## config.mk

```make
export PLATFORM = sky130hd
export DESIGN_NAME = lprr_ctrl
export DESIGN_NICKNAME = d
export VERILOG_FILES = /design/src/hw/rtl/lprr_pkg.sv /design/src/hw/rtl/lprr_ctrl.sv
export SDC_FILE = /design/constraint.sdc
export NUM_CORES = 1
export LEC_CHECK = 0
export BUFFER_PORTS_ARGS = -buffer_cell sky130_fd_sc_hd__buf_2
export CAP_MARGIN = 15
export CELL_PAD_IN_SITES_DETAIL_PLACEMENT = 1
export CELL_PAD_IN_SITES_GLOBAL_PLACEMENT = 2
export CORE_ASPECT_RATIO = 1.2
export CORE_MARGIN = 3
export CORE_UTILIZATION = 18
export DETAILED_ROUTE_END_ITERATION = 8
export PLACE_DENSITY_LB_ADDON = 0.1
export SLEW_MARGIN = 20
export SYNTH_ARGS = -nofsm -noshare
export SYNTH_HDL_FRONTEND = slang
export SYNTH_SLANG_ARGS = --single-unit
```

## constraint.sdc

```tcl
create_clock -name clock -period 2.7 [get_ports clock]
set_input_delay 0.54 -clock clock [delete_from_list [all_inputs] [get_ports clock]]
set_output_delay 0.54 -clock clock [all_outputs]
set_load 0.005 [all_outputs]
```

## src/hw/rtl/lprr_pkg.sv

```systemverilog
// ----------------------------------------------------------------------------
// lprr_pkg
// Shared constants, codes and controller/datapath interface types for the
// length-prefixed record ring.
// ----------------------------------------------------------------------------
package lprr_pkg;

   localparam int RING_WORDS       = 1024;
   localparam int MAX_RECORD_WORDS = 64;
   localparam int RING_AW          = $clog2(RING_WORDS);
   localparam int WORD_W           = 64;
   localparam int PBYTES_W         = 9;
   localparam int CNT_W            = PBYTES_W - 3 + 1;
   localparam int RB_W             = 10;
   localparam int STATUS_W         = 2;

   localparam logic REQ_PUSH = 1'b0;
   localparam logic REQ_POP  = 1'b1;

   localparam logic [STATUS_W-1:0] ST_OK       = 2'd0;
   localparam logic [STATUS_W-1:0] ST_REJECTED = 2'd1;
   localparam logic [STATUS_W-1:0] ST_EMPTY    = 2'd2;
   localparam logic [STATUS_W-1:0] ST_EXTRA    = 2'd3;

   typedef struct packed {
      logic capture;
      logic push_open;
      logic push_data;
      logic push_zero;
      logic pop_empty;
      logic pop_head;
      logic pop_size;
      logic pop_emit;
   } cmd_type;

   typedef struct packed {
      logic active;
      logic rejected;
      logic last;
      logic rem_zero;
      logic rem_one;
      logic used_zero;
      logic out_free;
      logic pop_last;
   } stat_type;

endpackage

```

## src/hw/rtl/lprr_ctrl.sv

```systemverilog
// ----------------------------------------------------------------------------
// lprr_ctrl
// Sequencer for push and pop transactions; drives the datapath by commands.
// ----------------------------------------------------------------------------
module lprr_ctrl
   import lprr_pkg::*;
(
   input  logic     clock,
   input  logic     reset,
   input  logic     req_valid,
   output logic     req_ready,
   input  logic     req_type,
   input  stat_type stat,
   output cmd_type  cmd
);

   localparam logic [2:0] S_IDLE  = 3'd0;
   localparam logic [2:0] S_PCHK  = 3'd1;
   localparam logic [2:0] S_PDATA = 3'd2;
   localparam logic [2:0] S_PZERO = 3'd3;
   localparam logic [2:0] S_QCHK  = 3'd4;
   localparam logic [2:0] S_QHDR  = 3'd5;
   localparam logic [2:0] S_QOUT  = 3'd6;

   logic [2:0] state_ff;
   logic [2:0] state_in;

   assign req_ready = (state_ff == S_IDLE);

   always_comb begin
      state_in = state_ff;
      cmd      = '0;
      unique case (state_ff)
         S_IDLE: begin
            if (req_valid) begin
               cmd.capture = 1'b1;
               if (req_type == REQ_POP) begin
                  state_in = S_QCHK;
               end else if (stat.active) begin
                  state_in = S_PDATA;
               end else begin
                  state_in = S_PCHK;
               end
            end
         end
         S_PCHK: begin
            cmd.push_open = 1'b1;
            state_in      = S_PDATA;
         end
         S_PDATA: begin
            if (stat.out_free) begin
               cmd.push_data = 1'b1;
               if (!stat.rejected && stat.last && !stat.rem_zero && !stat.rem_one) begin
                  state_in = S_PZERO;
               end else begin
                  state_in = S_IDLE;
               end
            end
         end
         S_PZERO: begin
            cmd.push_zero = 1'b1;
            if (stat.rem_one) begin
               state_in = S_IDLE;
            end
         end
         S_QCHK: begin
            if (stat.used_zero) begin
               if (stat.out_free) begin
                  cmd.pop_empty = 1'b1;
                  state_in      = S_IDLE;
               end
            end else begin
               cmd.pop_head = 1'b1;
               state_in     = S_QHDR;
            end
         end
         S_QHDR: begin
            cmd.pop_size = 1'b1;
            state_in     = S_QOUT;
         end
         S_QOUT: begin
            if (stat.out_free) begin
               cmd.pop_emit = 1'b1;
               if (stat.pop_last) begin
                  state_in = S_IDLE;
               end
            end
         end
         default: begin
            state_in = S_IDLE;
         end
      endcase
   end

   always_ff @(posedge clock) begin
      if (reset) begin
         state_ff <= S_IDLE;
      end else begin
         state_ff <= state_in;
      end
   end

endmodule

```

==> results of run 1 <==
-- final cells by class --
type / instances / share of cell area
well taps: 17 / 0.0494
clock buffers: 4 / 0.0610
repair buffers: 20 / 0.233
multi-input cells: 37 / 0.491
flip-flops and latches: 3 / 0.140
inverters: 3 / 0.0262
-- critical path: cells and delay by family, from the launching register on --
family | cells | cell delay, ns
flip-flops | 1 | 0.53
AND/OR/NAND/NOR | 2 | 0.39
buffers and inverters | 1 | 0.16
-- layer usage --
metal | GRT usage | routed length, um
met5 | 0 | 0
met4 | 0.0452 | 0
met3 | 0.0358 | 88
met2 | 0.150 | 482
met1 | 0.132 | 458
-- kinds of logic after synthesis --
family                 share of synthesized area
AND/OR/NAND/NOR                            0.454
AO/OA/AOI/OAI                              0.250
buffers and inverters                     0.0958
flip-flops                                 0.200
-- placed cells by master (no fill, tap or decap), types with 2 or more instances in the layout --
cell type / count
o21ai_0: 4
nor3_1: 6
nor2_1: 4
nand2_1: 4
buf_2: 20
clkbuf_4: 3
a21oi_1: 4
dfxtp_1: 3
inv_1: 3
nand2b_1: 3
or3_1: 2
-- where the power goes --
group	total, mW	switching [mW]	internal, mW
clock network	0.0775	0.0222	0.0553
logic	0.109	0.0557	0.0535
registers	0.0818	0.0277	0.0541
total	0.268	0.106	0.163
-- stage by stage --
stage               instances  hold WS, ns
finish                     84        0.505
global route               84        0.492
CTS                        84        0.497
detailed placement         80        0.672
global placement           80        0.664
floorplan                  46        0.602
-- worst max-delay path by stage --
stage          cells after the start     endpoint        start  slack, ns
2_1_floorplan                      4  state_ff[1]      stat[6]       0.96
3_3_place_gp                       5  state_ff[1]      stat[6]       0.84
3_5_place_dp                       5  state_ff[1]      stat[6]       0.80
4_1_cts                            3       cmd[2]  state_ff[2]       0.80
5_1_grt                            3       cmd[2]  state_ff[2]       0.69
6_report                           3       cmd[2]  state_ff[2]       0.86
==> flow_results.org, run 1 <==
** Cells and area
- Area taken by multi-input logic gates :: 211 sq um
- Register bank with the most flops :: state_ff
- Number of nets in the layout :: 80
- Antenna fix cells :: 0
- In the final layout, the registers with the most flip-flops are state_ff (3).
- Area added between synthesis and finish :: 43.3%
- Final cell area excluding filler cells :: 430 sq um
- Share of the core filled with cells :: 0.287
- Of the cells placed in the final design, the portion with a size suffix greater than 1 is 0.358.
- Counting the fill cells in the layout gives 214.
- Number of flip-flops under the largest register name :: 3
- Register area :: 60.1 sq um

** Clock network
- Cts bufs inserted :: 3
- Post-CTS Repair Setup Buffers :: 0
- CTS tree :: yes
- The clock drives 3 sinks.
- Clk Latency, worst-skew pair :: 0.23 ns
- After clock tree synthesis, the clock-pin slew on the worst setup and hold paths is 0.04 ns.
- Hold Buf Count CTS :: 0
- The tree is rooted in a clkbuf_4.
- After clock tree synthesis, the repair step resized 0 gates.
- Number of buffers on the longest clock path :: 2
- CTS built an H-tree with a depth of 1.

** Setup path
- Startpoint of the lowest-slack register-to-register path :: state_ff[0]
- Measured in cells, the most critical reg-to-reg path has a length of 4.
- At the worst endpoint, the arrival time is about 1.3 ns.
- In this run the register-to-register setup slack is 0.94 ns.
- In this run the worst path has a maximum fanout of 12.
- Slowest Stage Delay on Critical Path :: 0.53 ns
- The endpoint identified for the worst register-to-register timing path is state_ff[1].
- Kind of end point of the critical path :: primary output
- Required time worst endpoint :: roughly 2.2 ns
- The slowest stage of the critical path belongs to the cell dfxtp_1.
- Ordered list of cells on the worst path :: nand2b_1 -> nor3_1 -> buf_2
- Startpoint kind of the worst setup timing path :: flop
- Path type of the worst setup path :: flop to primary output

** GRT
- The initial antenna violation count is 0.
- For this run the aggregate overflow at the end of global routing stands at 0.
- All-layer global routing usage :: 0.102
- The first global-routing pass estimated 1690 um of wire.
- Entering global routing, the biggest net connects 13 pins.
- The number of global-route vias before repair was 388.

** Timing
- Final setup violation count :: 0
- Clock skew on the completed layout was measured at 0.00128 ns.
- Setup repair after global routing left no endpoint under its margin.
- Max-slew violation count :: 0
- Transition time of the tightest slew-check pin :: 0.553 ns
- Slack of the critical path :: 0.856 ns
- Total negative slack :: 0 ns
- Measured against its own limit, the worst slew margin works out to 0.630.
- Derived from the worst setup path, the maximum achievable clock frequency is 542 MHz.
- Final hold violation count :: 0
- In the finished design, the share of the clock period the worst path needs comes to 0.683.
- Subtracting the final worst setup slack from the clock period gives 1.84 ns.

** Synthesis
- The share of the Yosys chip area taken by registers is 0.200.
- Synthesized cell area :: around 300 sq um
- For this run, the leading register cell type out of synthesis is dfxtp_1.
- In the synthesized netlist the async set-or-reset flop fraction comes to 0.
- The synthesized netlist contains 21 unique library cells.
- Proportion of netlist area held by the largest area contributor :: 0.200
- The largest total area in the synthesized netlist belongs to dfxtp_1.
- The synthesized design contains 0 enable-type register cells.
- A synthesized cell averages 6.53 sq um.
- The number of nets in the synthesized netlist is 58.
- Flops & latches, synth :: 3
- The Yosys step of the flow raised 0 warnings.
- By area the synthesized netlist is led by dfxtp_1, nor3_1, a21oi_1.
- Gate count of the mapped netlist :: 46
- Most used standard cells in the synthesized netlist :: nor3_1, a21oi_1, nand2_1, nor2_1, o21ai_0
- Yosys instantiated no cell more often than nor3_1.

** Worst hold path
- Hold Crit Start :: reset
- The worst hold path was traced through 2 stages.
- In this run the worst hold path is classified as primary input to flop.
- For hold timing, the worst endpoint is state_ff[1].

** Detailed routing
- In this run, the number of DRC markers left after iteration 0 of detailed routing was 4.
- Routed length per placed instance :: 12.3 um
- The final route contains 406 vias.
- The detail route stage leaves a number of antenna-violating nets equal to 0.
- Number of optimization iterations in the first detailed-route pass :: 2
- Wires add up to 1030 um.
- Avg Vias per Cell :: 4.83
- Remaining design rule violation count :: 0

** Place
- Placed inst area :: 404 sq um
- The congestion estimate from routability-driven global placement came to roughly 0.67.
- Buffers added on ports :: 20
- OpenSTA, run right after detailed placement, puts the worst setup slack at 0.804 ns.
- Hpwl dp :: 801 um

** Status
- Status :: finished clean

** Die
- Overall die height :: around 51 um
- For this configuration, the core starts out at a cell density of 0.200.
- Pin placement for this block handled 21 I/O pins.
- The die covers 2200 sq um.
- The floorplan step defined a core boundary enclosing 1500 sq um.
- Die Span X :: 43.3 um
- Core Rows :: 15

** Run
- Total of max-cap violations :: 0

** Pwr
- The analysis attributes to cell leakage a power of 0.203 nW.
- Design Power :: 268 uW
- Power density relative to cell area :: 624 nW/um^2
- The worst-case IR drop observed on VDD is approximately 0.27 mV.
No activity file was read; power rests on OpenSTA's default activity.
==> run 2, diff against run 1 <==
CORE_UTILIZATION = 15   (was 18)
clock period = 1.6 ns   (was 2.7 ns; I/O delays follow)
==> run 2 against run 1 <==
  * The run now ends with setup timing left
  * Global-route usage decreased by 0.15 points
  * Power is 110% higher
  * Clock-buffer cell count unchanged
  * Critical path depth up 1
  * Routed wire length up 9.6%
  * Combinational power grew to 2.8 times the previous value
  * Via count rose by 4.2%
  * Sequential cell count unchanged
  * Cell count is 11% higher
  * Clock skew hardly changed
  * First-iteration DRC count is 75% lower
  * Critical endpoint is now state_ff[1]
==> flow_results.org, run 2 (synthesis gave the netlist of run 1 again) <==
** Pwr
- The total power after layout was 551 uW (+110%).
- The static leakage power is 0.252 nW (+24%).
- Worst vdd rail ir drop :: 0.201 mV (-25%)
- Power density relative to cell area :: 1040 nW/um^2 (+66%)

** Cells and area
- Count of non-filler cells in the finished layout :: 93 (+11%)
- The largest registers in the layout are state_ff (3).
- Register bank with the most flops :: state_ff
- The area growth from synthesis to layout is 77.1%.
- Number of flip-flops under the largest register name :: 3 (unchanged)
- The share of post-route cells with drive strength above 1 is 0.514 (+0.155).
- Antenna fix cells :: 0 (unchanged)
- Most frequent cells in the layout :: buf_2, buf_4
- The post-layout instance area came to 532 sq um (+24%).
- Commonest non-fill, non-tap cell in the layout :: buf_2
- Number of nets in the layout :: 87 (+8.8%)

** Timing
- The clock skew after layout was 0.00146 ns (+0.000182 ns).
- The setup TNS after final layout is -0.0118 ns (-0.0118 ns).
- Fin crit period :: 1.61 ns
- Transition time of the tightest slew-check pin :: 0.367 ns (-0.186 ns)
- The max-slew violation count is 0 (unchanged).
- The relative slew slack is 0.756 (+0.125).
- Final setup violation count :: 1 (+1)
- Slack of the critical path :: -0.0118 ns (-0.868 ns)
- The total count of hold-check failures in the final report came to 0 (unchanged).
- Tcrit/Tclk final :: 1.01
- Timing would allow up to 620 MHz.
- Setup repair after global routing missed its margin :: true

** Die
- The number of top-level pins was 21 (unchanged).
- The overall die area was 2580 sq um (+17%).
- Effective utilization at floorplan :: 0.160 (-0.0396)
- The horizontal die dimension came to 46.8 um (+8.2%).
- The area inside the core boundary was 1870 sq um (+25%).
- The standard-cell row count was 17 (+2).
- Overall die height :: 55.0 um (+8.4%)

** Setup path
- R2R cell count :: 4 (unchanged)
- Data arrival, critical path :: 1.77 ns (+0.47 ns)
- Slowest Stage Delay on Critical Path :: 0.52 ns (about the same)
- The buffering stage count on the worst path with inverters included came to 0 (-1).
- The data required time at the worst endpoint came to 1.76 ns (-0.40 ns).
- In this run the critical register-to-register path is launched from state_ff[0].
- CP Depth :: 4 (+1)
- Slowest cell on the critical path :: or4b_1
- Startpoint kind of the worst setup timing path :: flop
- Origin of the worst setup path :: state_ff[0]
- In this design, the largest share of critical-path delay is due to simple AND/OR/NAND/NOR gates.
- Path type of the worst setup path :: flop to flop
- Critical path fanouts, max :: 2 (-10)
- The signal on the critical path passes through or4b_1 -> or3_4 -> a211o_1 -> a21oi_2.
- Kind of end point of the critical path :: flop

** Place
- Placed inst area :: 459 sq um (+14%)
- The count of input and output buffers came to 20 (unchanged).
- The post-DP HPWL was 918 um (+15%).
- Final Wtd Congestion :: 0.725 (+8.3%)
- Total placed cells including tap cells :: 89 (+11%)

** Detailed routing
- The routed via count was 423 (+4.2%).
- The number of DRC violations after detailed-routing iteration 0 is 1 (-3).
- Number of optimization iterations in the first detailed-route pass :: 2 (unchanged)
- Routed Antenna Nets :: 0 (unchanged)
- Routed wire length on met3 :: 69 um (-22%)
- Uppermost routed layer :: met4
- The post-detailed-routing wire length was 1130 um (+9.6%).
- The post-route met1 wirelength was 528 um (+15%).
- Routed length per placed instance :: 12.1 um (-0.99%)
- The via density per instance is 4.55 (-5.9%).
- Sum of met2 wire segment lengths after detailed routing :: 519 um (+7.7%)
- The final routed DRC violation total was 0 (unchanged).

** Run
- Total of max-cap violations :: 0 (unchanged)

** Clock network
- The number of buffers created by CTS was 3 (unchanged).
- The count of hold-fix buffers inserted at cts was 0 (unchanged).
- Clock-pin slew on the worst setup and hold paths :: 0.04 ns (about the same)
- CTS tree :: yes
- The H-tree depth reported by CTS came to 1 (unchanged).
- Number of buffers on the longest clock path :: 2 (unchanged)
- Root buffer selected by CTS :: clkbuf_4
- The total clock sinks is 3 (unchanged).
- Clk Latency, worst-skew pair :: 0.23 ns (about the same)
- Post-CTS Repair Setup Buffers :: 0 (unchanged)

** GRT
- The global-route wire length before repair is 1830 um (+8.2%).
- Total global routing overflow :: 0 (unchanged)
- The largest net degree at the start of global routing was 11 (-2).
- Initial antenna violation count :: 0 (unchanged)
- Number of global-route vias before repair :: 421 (+8.5%)
- The overall global routing resource usage was 0.101 (-0.00151).

** Worst hold path
- Worst min-delay path category :: primary input to flop
- In this run the most critical hold path is launched from reset.
- Count of cells along the worst hold path :: 2 (unchanged)

** Status
- The final reports fail on setup timing.
- Status :: finished, violations left
==> run 2: cell types whose count changed in the layout (fill, tap and decap cells not counted), moves of 2 or more <==
cell,before,now
buf_4,0,5
nor3_1,6,4
dfxtp_2,0,2
dfxtp_1,3,1
buf_6,0,2
==> run 2: timing repair <==
item                                    in CTS  in global routing
resized for setup                            3                  7
hold endpoints to repair                     0                  0
endpoints found under the setup margin       4                  8
pin swaps                                    0                  2
cloned                                       0                  0
==> run 2: final timing paths <==
kind	endpoint	slack, ns
worst min register to register	state_ff[2]	0.62
worst min-delay path	state_ff[1]	0.28
worst max register to register	state_ff[1]	-0.01
worst max-delay path	state_ff[1]	-0.01
==> run 2: per-layer routing <==
layer	track usage	vias up
met5	0	-
met3	0.0324	2
met1	0.131	185
met2	0.145	15
met4	0.0553	0
li1	-	221
==> run 2: per-stage QoR <==
| stage | utilization | hold WS [ns] | worst slack, ns |
|---|---|---|---|
| 2_1_floorplan | - | 0.382 | 0.0768 |
| 3_3_place_gp | 0.245 | 0.521 | -0.0437 |
| 3_5_place_dp | 0.245 | 0.519 | -0.0539 |
| 4_1_cts | 0.268 | 0.273 | -0.0116 |
| 5_1_grt | 0.284 | 0.274 | -0.0549 |
| 6_report | 0.284 | 0.277 | -0.0118 |
==> run 2: area by class of cell <==
cell class                      instances  area, sq um
Timing Repair Buffer                   27          160
Tap cell                               19         23.8
Clock buffer                            4         26.3
Fill cell                             254         1340
Sequential cell                         3         62.6
Inverter                                3         11.3
Multi-Input combinational cell         37          248
==> run 2: power breakdown <==
group,internal (mW),switching (mW),total (mW),leakage (nW)
Combinational,0.156,0.153,0.309,0.212
Sequential,0.0938,0.0177,0.112,0.0254
Clock,0.0933,0.0370,0.130,0.0150
Total,0.343,0.208,0.551,0.252
